[config.mk]
export PLATFORM = sky130hd
export DESIGN_NAME = fdc_ram
export DESIGN_NICKNAME = d
export VERILOG_FILES = /design/src/sv/fdc_ram.sv
export SDC_FILE = /design/constraint.sdc
export NUM_CORES = 1
export LEC_CHECK = 0
export BUFFER_PORTS_ARGS = -buffer_cell sky130_fd_sc_hd__clkbuf_2
export CAP_MARGIN = 25
export CORE_MARGIN = 10
export CORE_UTILIZATION = 45
export DETAILED_ROUTE_END_ITERATION = 10
export PLACE_DENSITY = 0.61
export SLEW_MARGIN = 10
export SYNTH_ARGS = -nofsm -noshare
export SYNTH_HDL_FRONTEND = slang
export SYNTH_SLANG_ARGS = --single-unit
[constraint.sdc]
create_clock -name clk -period 1.7 [get_ports clk]
set_clock_uncertainty 0.1 [all_clocks]
set_input_delay 0.085 -clock clk [delete_from_list [all_inputs] [get_ports clk]]
set_output_delay 0.085 -clock clk [all_outputs]
set_load 0.01 [all_outputs]
[src/sv/fdc_ram.sv]
// Generic single-write, single-read synchronous RAM with registered read data.
`default_nettype none
module fdc_ram #(
  parameter int WIDTH = 8,
  parameter int DEPTH = 16,
  parameter int AW    = (DEPTH > 1) ? $clog2(DEPTH) : 1
) (
  input  wire logic             clk,
  input  wire logic             we,
  input  wire logic [AW-1:0]    waddr,
  input  wire logic [WIDTH-1:0] wdata,
  input  wire logic             re,
  input  wire logic [AW-1:0]    raddr,
  output logic      [WIDTH-1:0] rdata
);

  logic [WIDTH-1:0] mem [DEPTH];

  always_ff @(posedge clk) begin
    if (we) begin
      mem[waddr] <= wdata;
    end
  end

  always_ff @(posedge clk) begin
    if (re) begin
      rdata <= mem[raddr];
    end
  end

endmodule
`default_nettype wire

==> flow_summary.yaml <==
status:
  status: "finished, final reports clean"
min_path:
  min_path_type: "input port to flip-flop"
  whs_path_depth: 1
power_and_ir_drop:
  pwr_density_cell_nw_per_um2: 1152
  leakage_uw: 0.002097
  vdd_drop_max_v: 0.0005420
cts:
  clk_latency_ps: 400
  cts_tree: "built"
  cts.clk_slew.worst_paths_ps: 50
  clockBufferDepth: 2
  cts_resized: 0
  ctsHoldBuffers: 0
  clock_sinks: 136
  postCtsSetupBuffers: 0
  cts-htree-levels: 4
  cts_buffers: 17
  cts_root_buf: "clkbuf_16"
floorplanning:
  die_area_um2: 16330
  pin_count: 27
  coreArea_um2: 11420
  die_y_um: 127.8
  rows: 39
  start_util_pct: 45.78
  die-width_um: 127.8
yosys:
  synth_cells: 229
  syn_area_um2: 5228
  synthDistinctLibCells: 18
  yosysTopAreaCellShare_pct: 78.12
  synth.avg_cell_area_um2: 22.83
  yosys-top-cells-area: "edfxtp_1, mux4_2, mux4_1"
  mappedNetlistNets: 248
  synth-seq-cells: 136
  yosysSeqAreaShare_pct: 78.12
  yosysTopAreaCell: "edfxtp_1"
  yosys_warnings: 0
critical_path:
  worstPathRequired_ps: 1750
  worst-setup-path-type: "flip-flop to flip-flop"
  arrival_ps: 1630
  startpoint_type: "flip-flop"
  path_max_fanout: 1
  cp_slowest_cell: "mux4_1"
  path_cells: "mux4_1 -> a22oi_1 -> nand2_1"
  cp-end-kind: "flip-flop"
  slowest_delay_ps: 510
  ff2ff_path_depth: 3
grt:
  grt_start_max_net_pins: 33
  gr-usage-all-layers_pct: 12.49
  antenna_found_initial: 0
  grt_pass1_wl_um: 14950
  grt_pass1_vias: 2537
  overflow: 0
timing:
  worst_pin_slew_ps: 414.5
  fmax_mhz: 631.7
  finalWorstSetupSlack_ps: 117.0
  rsz0062_at_grt: "no"
  setup_viol: 0
  hold_viol_final: 0
  slew_headroom_pct: 72.37
  slew_violations: 0
  holdWs_ps: 11.98
  fin_crit_sh_pct: 93.12
  timing.final.crit_period_ps: 1583
final_layout:
  n_fill_cell: 883
  layout_commonest_cell: "edfxtp_1"
  syn2layout_area_growth_pct: 17.71
  layout-drive-gt1-share_pct: 30.43
  final_area_um2: 6153
  insertedDiodeCount: 0
  fin_nets: 309
  mostFrequentLayoutCells: "edfxtp_1, clkbuf_2, buf_4"
drt:
  ant_nets: 0
  drt_iter0_markers: 190
  vias: 2407
  wire_per_inst_um: 21.26
  first_pass_iters: 4
  wl_um: 9398
  drc: 0
  via_per_inst: 5.446
placement:
  pre_cts_slack_ps: -85.23
  place_congestion: 0.7744
  placed_cell_area_um2: 5683
  hpwl_um: 6270
  port_buffers: 26
flow_run:
  max_cap_viol_count: 0
## area by class of cell
cell class / count / area [um^2] / share of cell area (%)
clock buffer: 18 / 429.2 / 6.974
clock inverter: 10 / 41.29 / 0.6710
multi-input combinational: 83 / 1057 / 17.18
sequential: 136 / 4084 / 66.37
tap: 143 / 178.9 / 2.908
timing repair buffer: 52 / 362.8 / 5.897
## cell usage after synthesis (all sizes together)
master           n
edfxtp         136
mux4            32
a22oi           16
nor2            13
nand2            9
buf              7
nor3             4
clkdlybuf4s25    3
nand2b           2
nand3b           2
and2             1
and2b            1
nand3            1
nor2b            1
or3b             1
## metal layers
layer  global-route usage [%]  up-vias  routed length [um]  part of all wire (%)
met4                    6.755        0                 158                   1.7
li1                         -     1104                   -                     -
met5                        0        -                   0                     0
met3                    3.557       10                 455                   4.8
met2                    18.79       60                4538                    48
met1                    16.07     1233                4245                    45
## state kept, by name, indices dropped and copies added (netlist names)
signal,flops
rdata,8
mem,128
## report_power, final
group	switching [uW]	internal, uW
Combinational	199	160
Sequential	18.4	3780
Clock	1150	1780
## critical path, delay by kind of cell, from the launching register on
family / cells / cell delay [ps]
AOI/OAI and AO/OA: 1 / 280
DFF: 1 / 350
muxes: 1 / 510
and+or+nand+nor: 1 / 90
## kinds of logic (layout without fill, tap and decap cells)
| kind of cell | count (synthesis) | in the layout | synth area share, % |
|---|---|---|---|
| simple gates | 35 | 35 | 3.136 |
| flops | 136 | 136 | 78.12 |
| mux | 32 | 32 | 14.79 |
| compound gates | 16 | 16 | 2.298 |
| buf+inv | 10 | 80 | 1.651 |
## path summary, 6_finish.rpt
kind	start	endpoint	slack, ps
hold / removal	wdata[2]	mem[5][2]	10
setup / recovery	mem[1][1]	rdata[1]	120
setup reg to reg	mem[1][1]	rdata[1]	120
hold reg to reg	mem[15][1]	rdata[1]	640
## per-stage QoR
stage | power (uW) | instances | util, % | setup TNS (ps)
2_1_floorplan | 4061 | 229 | - | 0
3_3_place_gp | 4228 | 414 | 49.77 | -155.2
3_5_place_dp | 4236 | 414 | 49.77 | -133.5
4_1_cts | 7171 | 442 | 53.89 | 0
5_1_grt | 7348 | 442 | 53.89 | 0
6_report | 7089 | 442 | 53.89 | 0
(Power assumes the default switching activity.)
